## src/design/b64enc_pkg.sv

```systemverilog
// ----------------------------------------------------------------------------
// Base64 encoder package
// Word types, the job format between front and back, and the alphabet.
// ----------------------------------------------------------------------------
package b64enc_pkg;

    localparam int unsigned JOB_CHARS        = 4;
    localparam int unsigned QUEUE_DEPTH_DEF  = 2;
    localparam logic [6:0]  PAD_CHAR         = 7'd61;

    typedef struct packed {
        logic [7:0] data_byte;
        logic       last_byte;
    } in_word_t;

    typedef struct packed {
        logic [6:0] code_char;
        logic       last_char;
    } out_word_t;

    typedef struct packed {
        logic [JOB_CHARS-1:0][6:0] chars;
        logic [1:0]                last_idx;
        logic                      last_msg;
    } job_t;

    function automatic logic [6:0] sextet_char(input logic [5:0] v);
        logic [6:0] ch;
        ch = 7'd0;
        case (v) inside
            [6'd0:6'd25]:  ch = 7'd65 + {1'b0, v};
            [6'd26:6'd51]: ch = 7'd71 + {1'b0, v};
            [6'd52:6'd61]: ch = {1'b0, v} - 7'd4;
            6'd62:         ch = 7'd43;
            default:       ch = 7'd47;
        endcase
        return ch;
    endfunction

endpackage

```

## src/design/b64enc_front.sv

```systemverilog
// ----------------------------------------------------------------------------
// Base64 encoder front end
// Tracks the group phase and leftover bits and turns each byte into a job.
// ----------------------------------------------------------------------------
module b64enc_front (
    input  logic                 aclk,
    input  logic                 aresetn,
    input  logic                 s_valid,
    output logic                 s_ready,
    input  b64enc_pkg::in_word_t s_data,
    output logic                 job_valid,
    input  logic                 job_ready,
    output b64enc_pkg::job_t     job_data
);
    import b64enc_pkg::*;

    logic [1:0] phase_reg, phase_next;
    logic [3:0] left_reg, left_next;
    logic [1:0] ph;
    logic [1:0] nph;
    logic [3:0] nleft;
    logic [7:0] b;
    logic       accept;

    assign s_ready   = job_ready;
    assign job_valid = s_valid;
    assign accept    = s_valid && job_ready;
    assign b         = s_data.data_byte;
    assign ph        = (phase_reg == 2'd3) ? 2'd0 : phase_reg;

    always_comb begin
        job_data          = '0;
        nph               = 2'd0;
        nleft             = 4'd0;
        case (ph)
            2'd1: begin
                job_data.chars[0] = sextet_char({left_reg[1:0], b[7:4]});
                nleft             = b[3:0];
                nph               = 2'd2;
            end
            2'd2: begin
                job_data.chars[0] = sextet_char({left_reg, b[7:6]});
                job_data.chars[1] = sextet_char(b[5:0]);
                job_data.last_idx = 2'd1;
            end
            default: begin
                job_data.chars[0] = sextet_char(b[7:2]);
                nleft             = {2'b00, b[1:0]};
                nph               = 2'd1;
            end
        endcase
        job_data.last_msg = s_data.last_byte;
        if (s_data.last_byte) begin
            if (nph == 2'd1) begin
                job_data.chars[1] = sextet_char({nleft[1:0], 4'b0000});
                job_data.chars[2] = PAD_CHAR;
                job_data.chars[3] = PAD_CHAR;
                job_data.last_idx = 2'd3;
            end else if (nph == 2'd2) begin
                job_data.chars[1] = sextet_char({nleft, 2'b00});
                job_data.chars[2] = PAD_CHAR;
                job_data.last_idx = 2'd2;
            end
        end
    end

    always_comb begin
        phase_next = phase_reg;
        left_next  = left_reg;
        if (accept) begin
            phase_next = s_data.last_byte ? 2'd0 : nph;
            left_next  = s_data.last_byte ? 4'd0 : nleft;
        end
    end

    always_ff @(posedge aclk) begin
        if (!aresetn) begin
            phase_reg <= 2'd0;
            left_reg  <= 4'd0;
        end else begin
            phase_reg <= phase_next;
            left_reg  <= left_next;
        end
    end

endmodule

```

## src/design/b64enc_queue.sv

```systemverilog
// ----------------------------------------------------------------------------
// Base64 encoder job queue
// Short register queue that decouples the front end from the serializer.
// ----------------------------------------------------------------------------
module b64enc_queue #(
    parameter int unsigned DEPTH = b64enc_pkg::QUEUE_DEPTH_DEF
) (
    input  logic             aclk,
    input  logic             aresetn,
    input  logic             push_valid,
    output logic             push_ready,
    input  b64enc_pkg::job_t push_data,
    output logic             pop_valid,
    input  logic             pop_ready,
    output b64enc_pkg::job_t pop_data
);
    import b64enc_pkg::*;

    localparam int unsigned PW = (DEPTH > 1) ? $clog2(DEPTH) : 1;
    localparam int unsigned CW = $clog2(DEPTH + 1);

    job_t            mem_reg [DEPTH];
    logic [PW-1:0]   wr_ptr_reg, wr_ptr_next;
    logic [PW-1:0]   rd_ptr_reg, rd_ptr_next;
    logic [CW-1:0]   count_reg, count_next;
    logic            do_push;
    logic            do_pop;

    assign push_ready = (count_reg != CW'(DEPTH));
    assign pop_valid  = (count_reg != '0);
    assign pop_data   = mem_reg[rd_ptr_reg];
    assign do_push    = push_valid && push_ready;
    assign do_pop     = pop_valid && pop_ready;

    always_comb begin
        wr_ptr_next = wr_ptr_reg;
        rd_ptr_next = rd_ptr_reg;
        count_next  = count_reg;
        if (do_push) begin
            wr_ptr_next = (wr_ptr_reg == PW'(DEPTH - 1)) ? '0 : wr_ptr_reg + 1'b1;
        end
        if (do_pop) begin
            rd_ptr_next = (rd_ptr_reg == PW'(DEPTH - 1)) ? '0 : rd_ptr_reg + 1'b1;
        end
        if (do_push && !do_pop) begin
            count_next = count_reg + 1'b1;
        end else if (do_pop && !do_push) begin
            count_next = count_reg - 1'b1;
        end
    end

    always_ff @(posedge aclk) begin
        if (do_push) begin
            mem_reg[wr_ptr_reg] <= push_data;
        end
    end

    always_ff @(posedge aclk) begin
        if (!aresetn) begin
            wr_ptr_reg <= '0;
            rd_ptr_reg <= '0;
            count_reg  <= '0;
        end else begin
            wr_ptr_reg <= wr_ptr_next;
            rd_ptr_reg <= rd_ptr_next;
            count_reg  <= count_next;
        end
    end

endmodule

```

## src/design/b64enc_back.sv

```systemverilog
// ----------------------------------------------------------------------------
// Base64 encoder back end
// Serializes each job into characters via an output register, one per cycle unless stalled.
// ----------------------------------------------------------------------------
module b64enc_back (
    input  logic                  aclk,
    input  logic                  aresetn,
    input  logic                  job_valid,
    output logic                  job_ready,
    input  b64enc_pkg::job_t      job_data,
    output logic                  m_valid,
    input  logic                  m_ready,
    output b64enc_pkg::out_word_t m_data
);
    import b64enc_pkg::*;

    job_t       job_reg, job_next;
    logic [1:0] idx_reg, idx_next;
    logic       busy_reg, busy_next;
    logic       m_valid_reg, m_valid_next;
    out_word_t  m_data_reg, m_data_next;
    logic       out_free;
    logic       at_end;

    assign out_free  = !m_valid_reg || m_ready;
    assign at_end    = (idx_reg == job_reg.last_idx);
    assign job_ready = !busy_reg || (out_free && at_end);
    assign m_valid   = m_valid_reg;
    assign m_data    = m_data_reg;

    always_comb begin
        job_next     = job_reg;
        idx_next     = idx_reg;
        busy_next    = busy_reg;
        m_valid_next = m_valid_reg;
        m_data_next  = m_data_reg;
        if (out_free) begin
            m_valid_next = busy_reg;
            if (busy_reg) begin
                m_data_next.code_char = job_reg.chars[idx_reg];
                m_data_next.last_char = job_reg.last_msg && at_end;
                idx_next              = idx_reg + 1'b1;
                if (at_end) begin
                    busy_next = 1'b0;
                end
            end
        end
        if (job_valid && job_ready) begin
            job_next  = job_data;
            idx_next  = 2'd0;
            busy_next = 1'b1;
        end
    end

    always_ff @(posedge aclk) begin
        job_reg    <= job_next;
        m_data_reg <= m_data_next;
    end

    always_ff @(posedge aclk) begin
        if (!aresetn) begin
            idx_reg     <= 2'd0;
            busy_reg    <= 1'b0;
            m_valid_reg <= 1'b0;
        end else begin
            idx_reg     <= idx_next;
            busy_reg    <= busy_next;
            m_valid_reg <= m_valid_next;
        end
    end

endmodule

```

## src/design/base64_stream_encoder.sv

```systemverilog
// ----------------------------------------------------------------------------
// Base64 stream encoder
// Encodes a byte stream into standard-alphabet Base64 characters with padding.
// ----------------------------------------------------------------------------
// A byte's job passes the queue, the job register and then the output register.
// Throughput: one character per cycle while m_ready allows, so a three-byte group
// yields four characters; a last byte yields up to four with its flush and padding.
// Bytes are taken every cycle while the job queue has room.
// Reset clears the group phase, the leftover bits, the queue and the output valid flag.
module base64_stream_encoder #(
    parameter int unsigned QUEUE_DEPTH = b64enc_pkg::QUEUE_DEPTH_DEF
) (
    input  logic                  aclk,
    input  logic                  aresetn,
    input  logic                  s_valid,
    output logic                  s_ready,
    input  b64enc_pkg::in_word_t  s_data,
    output logic                  m_valid,
    input  logic                  m_ready,
    output b64enc_pkg::out_word_t m_data
);
    import b64enc_pkg::*;

    logic push_valid;
    logic push_ready;
    job_t push_data;
    logic pop_valid;
    logic pop_ready;
    job_t pop_data;

    b64enc_front u_front (
        .aclk      (aclk),
        .aresetn   (aresetn),
        .s_valid   (s_valid),
        .s_ready   (s_ready),
        .s_data    (s_data),
        .job_valid (push_valid),
        .job_ready (push_ready),
        .job_data  (push_data)
    );

    b64enc_queue #(
        .DEPTH (QUEUE_DEPTH)
    ) u_queue (
        .aclk       (aclk),
        .aresetn    (aresetn),
        .push_valid (push_valid),
        .push_ready (push_ready),
        .push_data  (push_data),
        .pop_valid  (pop_valid),
        .pop_ready  (pop_ready),
        .pop_data   (pop_data)
    );

    b64enc_back u_back (
        .aclk      (aclk),
        .aresetn   (aresetn),
        .job_valid (pop_valid),
        .job_ready (pop_ready),
        .job_data  (pop_data),
        .m_valid   (m_valid),
        .m_ready   (m_ready),
        .m_data    (m_data)
    );

endmodule
```

## config.mk

```make
export PLATFORM = sky130hd
export DESIGN_NAME = base64_stream_encoder
export DESIGN_NICKNAME = d
export VERILOG_FILES = /design/src/design/b64enc_pkg.sv /design/src/design/b64enc_front.sv /design/src/design/b64enc_queue.sv /design/src/design/b64enc_back.sv /design/src/design/base64_stream_encoder.sv
export SDC_FILE = /design/constraint.sdc
export NUM_CORES = 1
export LEC_CHECK = 0
export BUFFER_PORTS_ARGS = -buffer_cell sky130_fd_sc_hd__buf_2
export CELL_PAD_IN_SITES_DETAIL_PLACEMENT = 0
export CELL_PAD_IN_SITES_GLOBAL_PLACEMENT = 1
export CORE_MARGIN = 2
export CORE_UTILIZATION = 53
export DETAILED_ROUTE_END_ITERATION = 6
export PLACE_DENSITY_LB_ADDON = 0.08
export SYNTH_ARGS = -nofsm -noshare
export SYNTH_HDL_FRONTEND = slang
export SYNTH_SLANG_ARGS = --single-unit
```

## constraint.sdc

```tcl
create_clock -name aclk -period 7.2 [get_ports aclk]
set_input_delay 0.72 -clock aclk [delete_from_list [all_inputs] [get_ports aclk]]
set_output_delay 0.72 -clock aclk [all_outputs]
set_load 0.05 [all_outputs]
```

; After elaboration in Yosys (flattened, before gate mapping)
; Memory sizes are Yosys's and may differ from the RTL's. A register that Yosys moved wholly into a read port is not among the register bits.
; Index checks and enable logic that the tools add are counted.
[op_classes]
bitwise = 1
n_lt_le_gt_ge = 37
n_addsub = 23
eq_ne = 11
reduce_logical = 35
n_mux = 49
[op_table]
columns = operator, n
row1 = $mux 7, 20
row2 = $add 7x6->7 const A, 12
row3 = $le 6x6->1 const B, 12
row4 = $sub 6x3->7 const B, 6
row5 = $ge 6x1->1 const B, 6
row6 = $ge 6x5->1 const B, 6
row7 = $ge 6x6->1 const B, 6
row8 = $le 6x5->1 const B, 6
row9 = $eq 6x6->1 const B, 4
row10 = $logic_and 1x1->1, 24
row11 = $mux 21, 1
row12 = $bmux 7 s2, 1
row13 = $mux 14, 1
row14 = $mux 2, 7
row15 = $pmux 7 s2, 1
row16 = $mux 13, 1
row17 = $mux 3, 4
row18 = $mux 1, 9
row19 = $pmux 4 s2, 1
row20 = $eq 2x2->1 const B, 3
row21 = $mux 6, 1
row22 = $reduce_bool 2->1, 3
row23 = $add 2x1->2 const B, 2
row24 = $eq 2x1->1 const B, 2
row25 = 12 further kinds, 17
[word_totals]
out_inout_bits = 10
ram_bits = 62
input_bits = 13
word_cells = 167
register_bits = 22
n_memories = 1
[mem_list]
columns = memory, words, width, read_ports, rd_clocked_by_memory_dff, wr, line_no
row1 = u_queue.mem_reg, 2, 31, 1, 1, 1, b64enc_queue.sv:22  ; job_t mem_reg [DEPTH];

; Logic depth before layout (Yosys ltp)
; Gate-level depths: netlist of run 1.
[logic_depth]
depth_word = 12
depth_mapped = 11
depth_no_buf = 9

; Hierarchy
; Synthesis of run 1 repeated with hierarchy kept, for this count alone.
[unflattened]
hier_cells = 589
hier_area_um2 = 6765.2
[by_module_without_submodules]
columns = module, instances, seq_area_each_um2, area_each_um2, cells_per_inst
row1 = b64enc_front, 1, 120.1, 2675.1, 396
row2 = b64enc_queue, 1, 1961.9, 2468.6, 120
row3 = b64enc_back, 1, 1251.2, 1621.6, 73

; Worst setup path after synthesis of run 1
; OpenSTA, ideal clock, no wires.
[synth_path]
path_type = input to register
startpoint = in m_ready
endpoint = reg u_queue.count_reg[1]
setup_slack_ps = 4181
setup_ps = 76
arrival_time_ps = 2943
path_buffers = 0
cell_stages = 7
required_ps = 7124
path_cell_list = nand2b_1 nand2_1 a21oi_1 inv_1 ha_1 or3_1 a21boi_0
[synth_between]
elab_chain_cells = 7
elab_cells_between_ends = 9
cone_classes = mux (1) / reduce/logical (8)
[synth_lines]
columns = item, line_no
row1 = from (decl), base64_stream_encoder.sv:19  ; input logic m_ready,
row2 = $logic_or 1x1->1 *, b64enc_back.sv:25  ; assign out_free = !m_valid_reg || m_ready;
row3 = $logic_and 1x1->1 *, b64enc_back.sv:27  ; assign job_ready = !busy_reg || (out_free && at_end);
row4 = $logic_or 1x1->1 *, b64enc_back.sv:27
row5 = $logic_and 1x1->1 *, b64enc_queue.sv:33  ; assign do_pop = pop_valid && pop_ready;
row6 = net u_queue.do_pop, b64enc_queue.sv:27  ; logic do_pop;
row7 = $logic_not 1->1, b64enc_queue.sv:45  ; if (do_push && !do_pop) begin
row8 = $logic_and 1x1->1, b64enc_queue.sv:45
row9 = $mux 2 / $reduce_bool 2->1 (equally long branches), --
row10 = to (signal assigned), b64enc_queue.sv:66  ; count_reg <= count_next;
row11 = to (decl), b64enc_queue.sv:25  ; logic [CW-1:0] count_reg, count_next;
; Mark *: on every way through the listed nets, which the timed path passes. The rest lies on a longest branch.
; A chain may end at the register's enable or synchronous reset.

; Worst setup path after layout of run 1
[layout_path]
startpoint = reg u_back.idx_reg[0]
endpoint = reg u_queue.count_reg[1]
[layout_between]
elab_chain_cells = 7
elab_cells_between_ends = 9
cone_classes = eq/ne (1) / mux (1) / reduce/logical (7)
[layout_lines]
columns = item, line_no
row1 = from (decl), b64enc_back.sv:18  ; logic [1:0] idx_reg, idx_next;
row2 = from (signal assigned), b64enc_back.sv:66  ; idx_reg <= idx_next;
row3 = $eq 2x2->1 *, b64enc_back.sv:26  ; assign at_end = (idx_reg == job_reg.last_idx);
row4 = $logic_and 1x1->1 *, b64enc_back.sv:27
row5 = $logic_or 1x1->1 *, b64enc_back.sv:27
row6 = $logic_and 1x1->1 *, b64enc_queue.sv:33
row7 = net u_queue.do_pop, b64enc_queue.sv:27
row8 = $logic_not 1->1, b64enc_queue.sv:45
row9 = $logic_and 1x1->1, b64enc_queue.sv:45
row10 = $mux 2 / $reduce_bool 2->1 (equally long branches), --
; Marks and branches as above.

==> results of run 1 <==
worst max-delay path, delay by kind of cell (launching register included):
kind	cells	cell delay (ps)
AND/OR/NAND/NOR	3	630
buffers and inverters	1	240
XOR/XNOR	1	140
adder cells (fa/ha/maj)	1	380
AO/OA/AOI/OAI	2	1010
flip-flops	1	710
layout make-up:
cell class	count	area, um^2	area share
repair buffers	25	132.6	0.02329
flip-flops and latches	76	2142	0.3761
clock inverters	5	76.32	0.01340
well taps	133	166.4	0.02922
inverters	27	102.6	0.01801
clock buffers	11	131.4	0.02307
multi-input cells	418	2944	0.5169
through the flow:
step | hold WS, ps | util | instance area, um^2 | setup WS [ps] | instances
finish | 507.5 | 0.5827 | 5695 | 3992 | 695
global route | 534.1 | 0.5827 | 5695 | 3839 | 695
CTS | 518.4 | 0.5827 | 5695 | 3979 | 695
detailed placement | 508.3 | 0.5614 | 5488 | 3815 | 679
global placement | 483.9 | 0.5614 | 5488 | 3827 | 679
floorplan | 457.5 | - | 5331 | 4181 | 554
layer usage:
| layer | part of all wire | up-vias | wire [um] | GRT usage |
|---|---|---|---|---|
| li1 | - | 2057 | - | - |
| met1 | 0.42 | 2016 | 5600 | 0.3140 |
| met2 | 0.49 | 172 | 6420 | 0.4174 |
| met3 | 0.064 | 22 | 850 | 0.03759 |
| met4 | 0.026 | 0 | 337 | 0.1014 |
| met5 | 0 | - | 0 | 0 |
final timing paths:
kind	cells past startpoint	startpoint	slack, ps	endpoint
max reg2reg	8	u_back.idx_reg[0]	3990	u_queue.count_reg[1]
min	2	u_back.busy_reg	510	u_back.m_valid
min reg2reg	2	u_back.busy_reg	510	u_back.m_valid
max	8	u_back.idx_reg[0]	3990	u_queue.count_reg[1]
cell usage after synthesis (5+ instances only):
library cell,instances
mux2_2,19
buf_2,12
nand2b_1,10
nand4_1,7
a22oi_1,5
a31oi_1,6
mux2i_1,12
nor3_1,15
and2_1,11
a21boi_0,6
and3_1,8
o21ai_1,12
or3_1,7
inv_1,24
o21ai_0,33
dfxtp_1,14
nand3_1,18
nand2_1,40
a32oi_1,9
nor4_1,6
edfxtp_1,62
nor2b_1,14
xnor2_1,20
a21oi_1,21
clkbuf_1,19
nor2_1,28
xor2_1,7
o21a_1,6
nor3b_1,7
o211ai_1,7
ha_1,28
cells by family (layout without fill, tap and decap cells):
group,Yosys count,in the layout,share of synthesized area
compound gates,149,149,0.1967
xor+xnor,27,27,0.04436
buf+inv,60,68,0.04670
flops,76,76,0.4018
simple gates,183,183,0.1821
fa+ha+maj,28,28,0.06571
mux,31,31,0.06266
power groups by stage:
stage	clock [W]	combinational [W]	sequential (W)
after floorplan	0	0.000319	0.000745
after global placement	0	0.000457	0.000715
after detailed placement	0	0.000467	0.000723
after CTS	0.000343	0.000470	0.000713
after global routing	0.000363	0.000510	0.000724
final	0.000337	0.000469	0.000711
==> summary.md, run 1 <==
| Metric | Value |
|---|---|
| Clock Path Buffers | `2` |
| Commonest non-fill, non-tap cell in the layout | `edfxtp_1` |
| Synth Flop Type | `edfxtp_1` |
| CP endpoint kind | `flop` |
| CP arrival | `3470 ps` |
| Hpwl dp | `9.809 mm` |
| Switching power | `0.0005106 W` |
| Max_cap viols | `0` |
| Drt wl/cell | `19.00 um` |
| Horiz. Die Dim | `104.3 um` |
| Mapped Area | `5331 um^2` |
| Leak pwr | `1.961 nW` |
| Yosys warnings | `0` |
| Nets@finish | `598` |
| Outcome | `finished, final reports clean` |
| Antenna violations before repair | `0` |
| Die Height | `104.3 um` |
| Comb pwr share | `0.309` |
| Io pins | `23` |
| Largest net degree at the start of global routing | `21` |
| Vias in the first global route | `4106` |
| Clock buffers created by TritonCTS | `9` |
| Clock Sinks | `76` |
| Final min period | `3208 ps` |
| Worst setup path category | `reg2reg` |
| RSZ-0062 raised after global routing | `false` |
| Synth Register Bits | `76` |
| Setup bufs post-CTS | `0` |
| Syn nets | `595` |
| Internal power | `0.001007 W` |
| PD cells | `266.4 nW/um^2` |
| Setup-failing EPs final | `0` |
| Fillers | `863` |
| Crit-path max FO | `20` |
| FMAX | `0.3117 GHz` |
| Drt pass-1 iters | `7` |
| Grt total ovfl | `0` |
| Distinct cell type count after synthesis | `73` |
| Layout cell share with drive strength beyond 1 | `0.1352` |
| Total Routing Usage GR | `0.2464` |
| Area fraction of the dominant cell type after synthesis | `0.3492` |
| Area grow syn2layout | `6.829%` |
| Clock Skews | `6.960 ps` |
| Drt drc | `0` |
| Slew Limit Fails | `0` |
| Core Box Area | `9774 um^2` |
| Detailed Route Iter0 Violations | `322` |
| Crit start category | `flop` |
| Final period util | `0.4456` |
| Die area | `10880 um^2` |
| Via count | `4267` |
| CP max stage delay | `820 ps` |
| CTS tree | `done` |
| Clock root cell | `clkbuf_8` |
| Final hold violations | `0` |
| Resize count post-CTS | `0` |
| Clk_lat worst skew | `340 ps` |
| Total negative slack | `0 ps` |
| DR vias/cell | `6.140` |
| Post-Route WL | `13.21 mm` |
| Commonest non-fill, non-tap cells in the layout | `edfxtp_1, nand2_1, o21ai_0, nor2_1, ha_1` |
| Max FFs per register | `36` |
| Mapped Avg Cell Area | `9.623 um^2` |
| Critical path cell sequence | `xor2_1, nor2_1, nand2_1, a21oi_2, inv_1, ha_1, or3_1, a21boi_0` |
| Worst Path Required | `7460 ps` |
| Share of power burned in registers | `0.469` |
| H-tree Lvls | `3` |
| Worst-path clk slew | `70 ps` |
| Sequential fraction of the synthesis area | `0.4018` |
| First-pass GRT wire length | `21.44 mm` |
| Top cells by area, synth | `edfxtp_1, ha_1, dfxtp_1` |
| Initial core utilization | `0.5454` |
| Diode count | `0` |
| IO Port Bufs | `22` |
| Tightest Pin Transition | `1087 ps` |
| Post-synth EDFFs | `62` |
| Rows | `36` |
| Peak supply drop | `0.1660 mV` |
| Post-synthesis async set-or-reset flop share | `0` |
| Clock share of power | `0.222` |
| CTS Hold Bufs | `0` |
| Rel. slew slack | `0.2753` |
| Placer Congestion | `0.9040` |
| Post-synth top area cell | `edfxtp_1` |
| Routed Antenna Nets | `0` |
| Syn Inst Count | `554` |
| Slowest-stage cell, CP | `a21oi_2` |
| Switching Fraction | `0.3366` |
| Type of the most critical hold path | `reg2reg` |
| Overall power | `0.001517 W` |
Note: power is estimated with default switching activity, not from simulation.
==> run 2, diff against run 1 <==
CORE_UTILIZATION = 49   (was 53)
clock period = 3.18 ns   (was 7.2 ns; I/O delays follow)
==> run 2 against run 1 <==
  * Total power is 130% higher
  * First-iteration DRC count is 3.4% lower
  * Largest power group unchanged
  * Final cell count is 3.3% higher
  * Core utilization is 4.2 points lower
  * Critical path type unchanged
  * Clock-buffer cell count is 1 higher
  * Global-route usage is 0.55 points higher
  * Critical path depth stayed put
  * Die area is 7.8% higher
  * Hold slack worse by 220 ps
  * Largest cell class unchanged
==> summary.md, run 2 (synthesis results as in run 1) <==
| Metric | Value |
|---|---|
| Outcome | `finished, final reports clean` |
| Pre-CTS setup slack | `343.1 ps` |
| Drt pass-1 iters | `5` |
| Type of the most critical hold path | `in2reg` |
| Horiz. Die Dim | `108.3 um` |
| Clock root cell | `clkbuf_8` |
| Final period util | `0.8733` |
| Overall power | `0.003421 W` |
| Crit start category | `flop` |
| Worst-path clk slew | `80 ps` |
| Placer Congestion | `0.8961` |
| Grt total ovfl | `0` |
| Drt drc | `0` |
| Placed instance count | `702` |
| Drt wl/cell | `19.54 um` |
| Core Box Area | `10750 um^2` |
| Hpwl dp | `10.37 mm` |
| Switching Fraction | `0.3440` |
| Routed Antenna Nets | `0` |
| Diode count | `0` |
| Peak supply drop | `0.4261 mV` |
| CTS tree | `done` |
| Via count | `4363` |
| Max_cap viols | `0` |
| Clock Path Buffers | `2` |
| Commonest non-fill, non-tap cell in the layout | `edfxtp_1` |
| Switching power | `0.001177 W` |
| Post-Route WL | `14.03 mm` |
| Worst setup path category | `reg2reg` |
| RSZ-0062 raised after global routing | `false` |
| Commonest non-fill, non-tap cells in the layout | `edfxtp_1, nand2_1, o21ai_0, nor2_1, ha_1` |
| Nets@finish | `614` |
| Slew Limit Fails | `0` |
| CTS Hold Bufs | `0` |
| IO Port Bufs | `22` |
| Resize count post-CTS | `0` |
| Detailed Route Iter0 Violations | `311` |
| Clock buffers created by TritonCTS | `9` |
| Final min period | `2777 ps` |
| Layout cell share with drive strength beyond 1 | `0.1609` |
| Clock Sinks | `76` |
| Die area | `11730 um^2` |
| Total Routing Usage GR | `0.2519` |
| FMAX | `0.3601 GHz` |
| Comb pwr share | `0.323` |
| Leak pwr | `2.041 nW` |
| Initial core utilization | `0.4962` |
| First-pass GRT wire length | `22.45 mm` |
| Tightest Pin Transition | `899.1 ps` |
| Clock share of power | `0.209` |
| Setup bufs post-CTS | `0` |
| Die Height | `108.3 um` |
| Rel. slew slack | `0.3998` |
| Rows | `38` |
| CP arrival | `2840 ps` |
| H-tree Lvls | `3` |
| CP endpoint kind | `flop` |
| Worst Path Required | `3250 ps` |
| Vias in the first global route | `4232` |
| Area grow syn2layout | `8.988%` |
| PD cells | `588.7 nW/um^2` |
| Io pins | `23` |
| Final worst slack | `402.9 ps` |
| DR vias/cell | `6.077` |
| Clock Skews | `11.99 ps` |
| Final hold violations | `0` |
| Final Non-Filler Cells | `718` |
| Antenna violations before repair | `0` |
| Internal power | `0.002244 W` |
| Clk_lat worst skew | `350 ps` |
| Largest net degree at the start of global routing | `20` |
| Max FFs per register | `36` |
| Share of power burned in registers | `0.467` |
| Total negative slack | `0 ps` |
| Crit-path max FO | `10` |
| Setup-failing EPs final | `0` |
-- run 2: worst paths after layout --
kind         cells past startpoint  slack, ps                    end           startpoint
min                              3        290         u_back.m_valid              m_ready
max reg2reg                      8        400  u_queue.mem_reg[1][8]  u_front.left_reg[0]
min reg2reg                      2        500         u_back.m_valid      u_back.busy_reg
max                              8        400  u_queue.mem_reg[1][8]  u_front.left_reg[0]
-- run 2: area by class of cell --
type,instances,area (um^2)
Fill cell,968,4935
Multi-Input combinational cell,418,2944
Sequential cell,76,2142
Timing Repair Buffer,41,252.7
Tap cell,140,175.2
Clock buffer,12,145.1
Inverter,27,102.6
Clock inverter,4,48.80
-- run 2: power by group through the flow --
stage | clock, W | combinational (W) | sequential (W)
final | 0.000715 | 0.00111 | 0.00160
after global routing | 0.000774 | 0.00122 | 0.00163
after CTS | 0.000733 | 0.00111 | 0.00161
after detailed placement | 0 | 0.00110 | 0.00163
after global placement | 0 | 0.00109 | 0.00162
after floorplan | 0 | 0.000722 | 0.00169
-- run 2: critical path: stages (launching register included) --
cell and delay [ps]:
dfxtp_1 500, inv_1 210, ha_1 270, nor2b_1 160
o211ai_1 290, and2_1 370, a221oi_1 140, a311oi_1 400
a211oi_1 170
-- run 2: stage by stage --
step | area, um^2 | hold slack (ps) | utilization
floorplan | 5331 | 416.9 | -
global placement | 5617 | 486.6 | 0.5227
detailed placement | 5617 | 492.7 | 0.5227
CTS | 5811 | 279.4 | 0.5408
global route | 5811 | 318.8 | 0.5408
finish | 5811 | 290.0 | 0.5408
-- run 2: layer usage --
| layer | global-route usage | share of wire | wire length, um |
|---|---|---|---|
| met5 | 0 | 0 | 0 |
| met3 | 0.03617 | 0.050 | 706 |
| met1 | 0.3386 | 0.44 | 6235 |
| met2 | 0.4137 | 0.48 | 6762 |
| met4 | 0.09341 | 0.023 | 329 |
==> run 3, diff against run 2 <==
ABC_AREA = 1   (was unset)
CORE_UTILIZATION = 46   (was 49)
==> run 3 against run 2 <==
  * Via count is 8.1% higher
  * Die area is 6.6% higher
  * Critical path depth is 4 higher
  * Synthesized cell count is 30% higher
  * Area after synthesis is 0.31% higher
  * Critical endpoint is now u_queue.mem_reg[0][7]
  * Worst setup slack better by 520 ps
==> summary.md, run 3 <==
| Metric | Value |
|---|---|
| Grt total ovfl | `0` |
| Setup bufs post-CTS | `0` |
| Distinct cell type count after synthesis | `39` |
| Final min period | `2259 ps` |
| Switching Fraction | `0.3486` |
| Crit path buf inv count | `1` |
| Layout cell share with drive strength beyond 1 | `0.1020` |
| Fillers | `1124` |
| CP arrival | `2320 ps` |
| Post-synth top area cell | `edfxtp_1` |
| Worst Path Required | `3240 ps` |
| Antenna violations before repair | `0` |
| Share of power burned in registers | `0.421` |
| Comb pwr share | `0.304` |
| Leak pwr | `2.588 nW` |
| Synth Register Bits | `76` |
| FMAX | `0.4427 GHz` |
| Synth Flop Type | `edfxtp_1` |
| Post-synthesis async set-or-reset flop share | `0` |
| Drt wl/cell | `16.12 um` |
| Mapped Avg Cell Area | `7.407 um^2` |
| Tightest Pin Transition | `770.6 ps` |
| CP max stage delay | `470 ps` |
| Initial core utilization | `0.4703` |
| Levels on crit path | `12` |
| Post-synth EDFFs | `62` |
| Switching power | `0.001282 W` |
| Pre-CTS setup slack | `622.2 ps` |
| Resize count post-CTS | `0` |
| Setup-failing EPs final | `0` |
| Worst setup path category | `reg2reg` |
| Crit path capture | `u_queue.mem_reg[0][7]` |
| Worst-path clk slew | `60 ps` |
| Crit-path max FO | `10` |
| Post-synth top cells | `nand2_1, nand3_1, nor2_1` |
| Syn nets | `763` |
| Clock buffers created by TritonCTS | `9` |
| Final worst slack | `921.3 ps` |
| Internal power | `0.002396 W` |
| Max FFs per register | `36` |
| First-pass GRT wire length | `23.44 mm` |
| Outcome | `finished, final reports clean` |
| Top cells by area, synth | `edfxtp_1, nand2_1, ha_1` |
| Nets@finish | `781` |
| H-tree Lvls | `3` |
| Core Box Area | `11370 um^2` |
| Hold Slack | `279.1 ps` |
| Slowest-stage cell, CP | `dfxtp_1` |
| Max_cap viols | `0` |
| Clock Skews | `6.893 ps` |
| IO Port Bufs | `22` |
| RR Startpoint | `u_front.left_reg[0]` |
| Type of the most critical hold path | `in2reg` |
| Rel. slew slack | `0.4843` |
| Via count | `4716` |
| Io pins | `23` |
| Hpwl dp | `11.07 mm` |
| Die area | `12500 um^2` |
| Reg2reg path depth | `12` |
| Final period util | `0.7103` |
| Yosys warnings | `0` |
| Clock Sinks | `76` |
| Placer Congestion | `0.9316` |
| Total negative slack | `0 ps` |
| Diode count | `0` |
| Rows | `39` |
| Min-Delay Path Depth | `3` |
| Clock share of power | `0.275` |
| CTS tree | `done` |
| CP endpoint kind | `flop` |
| Mapped Area | `5348 um^2` |
| Slew Limit Fails | `0` |
| Clock root cell | `clkbuf_16` |
| Post-Route WL | `14.32 mm` |
| Drt drc | `0` |
| PD cells | `628.8 nW/um^2` |
| Area fraction of the dominant cell type after synthesis | `0.3482` |
| Vias in the first global route | `4625` |
| CP startpoint | `u_front.left_reg[0]` |
| RSZ-0062 raised after global routing | `false` |
| DR vias/cell | `5.311` |
| Final hold violations | `0` |
| Detailed Route Iter0 Violations | `362` |
| Design area | `5849 um^2` |
| Worst r2r dst | `u_queue.mem_reg[0][7]` |
| Crit start category | `flop` |
| Drt pass-1 iters | `5` |
| Commonest non-fill, non-tap cell in the layout | `nand2_1` |
| Area grow syn2layout | `9.382%` |
| Dominant cell by count in the synthesized netlist | `nand2_1` |
| Clk_lat worst skew | `330 ps` |
| Placed Area | `5545 um^2` |
| Critical path cell sequence | `ha_1, nand2_1, inv_1, nand2_1, nand2_1, nor2_1, nand2_1, nand3_1, nand2_1, nand2_1, nand2_1, nand2_1` |
| Peak supply drop | `0.6530 mV` |
| Syn Inst Count | `722` |
| Post-Route Utilization | `0.5145` |
| Sequential fraction of the synthesis area | `0.4006` |
| Commonest non-fill, non-tap cells in the layout | `nand2_1, nor2_1, nand3_1, edfxtp_1, inv_1` |
| Clock Path Buffers | `2` |
| Total Routing Usage GR | `0.2371` |
| CTS Hold Bufs | `0` |
| Crit path top cell by count | `nand2_1` |
| Horiz. Die Dim | `111.8 um` |
| Die Height | `111.8 um` |
| Worst R2R Setup Slack | `920 ps` |
| CP top delay family | `simple AND/OR/NAND/NOR gates` |
| Routed Antenna Nets | `0` |
| Largest net degree at the start of global routing | `21` |
[run 3: cell types whose count changed after synthesis, sizes merged, moves of 15 or more]
cell	before	now
nand2	40	254
inv	25	70
nor2	29	72
nor3	16	1
mux2	19	0
nand3	18	66
[run 3: area by class of cell]
cell class                      count  area, um^2  area share
Inverter                           73       279.0     0.04770
Timing Repair Buffer               27       147.6     0.02524
Clock buffer                       12       256.5     0.04385
Clock inverter                      4       47.55    0.008128
Sequential cell                    76        2142      0.3662
Tap cell                          143       178.9     0.03059
Multi-Input combinational cell    553        2798      0.4783
[run 3: power groups by stage]
stage | Sequential, W | Combinational, W | Clock (W)
floorplan | 0.00169 | 0.000696 | 0
CTS | 0.00155 | 0.00113 | 0.00103
global route | 0.00158 | 0.00125 | 0.00107
detailed placement | 0.00157 | 0.00113 | 0
finish | 0.00155 | 0.00112 | 0.00101
global placement | 0.00157 | 0.00111 | 0
[run 3: logic make-up (layout without fill, tap and decap cells)]
group | Yosys count | in the layout | synth area share
AO/OA/AOI/OAI | 90 | 90 | 0.09219
XOR/XNOR | 23 | 23 | 0.03767
adder cells (fa/ha/maj) | 28 | 28 | 0.06551
buffers and inverters | 93 | 116 | 0.07627
flip-flops | 76 | 76 | 0.4006
AND/OR/NAND/NOR | 412 | 412 | 0.3278
[run 3: worst min path at each step]
stage	startpoint	end	slack (ps)
final	aresetn	u_queue.count_reg[0]	280
after global routing	aresetn	u_queue.count_reg[0]	290
after CTS	aresetn	u_queue.count_reg[0]	270
after detailed placement	u_front.phase_reg[0]	u_front.phase_reg[0]	490
after global placement	u_front.phase_reg[1]	u_front.phase_reg[1]	470
after floorplan	s_data[0]	u_queue.mem_reg[0][0]	420
[run 3: through the flow]
stage                     power (W)  std cells
after floorplan            0.002389        722
after global placement     0.002672        872
after detailed placement   0.002697        872
after global routing       0.003894        888
final                      0.003678        888
after CTS                  0.003708        888
[run 3: layer usage]
layer / vias to the layer above / track usage / routed length (um)
met2: 116 / 0.4121 / 7277
met3: 15 / 0.02232 / 489
met4: 0 / 0.09053 / 276
li1: 2397 / - / -
met1: 2188 / 0.3067 / 6275
met5: - / 0 / 0
[run 3: worst min-delay path, delay by kind of cell]
kind	cells	cell delay (ps)
compound gates	2	110
buf+inv	1	130
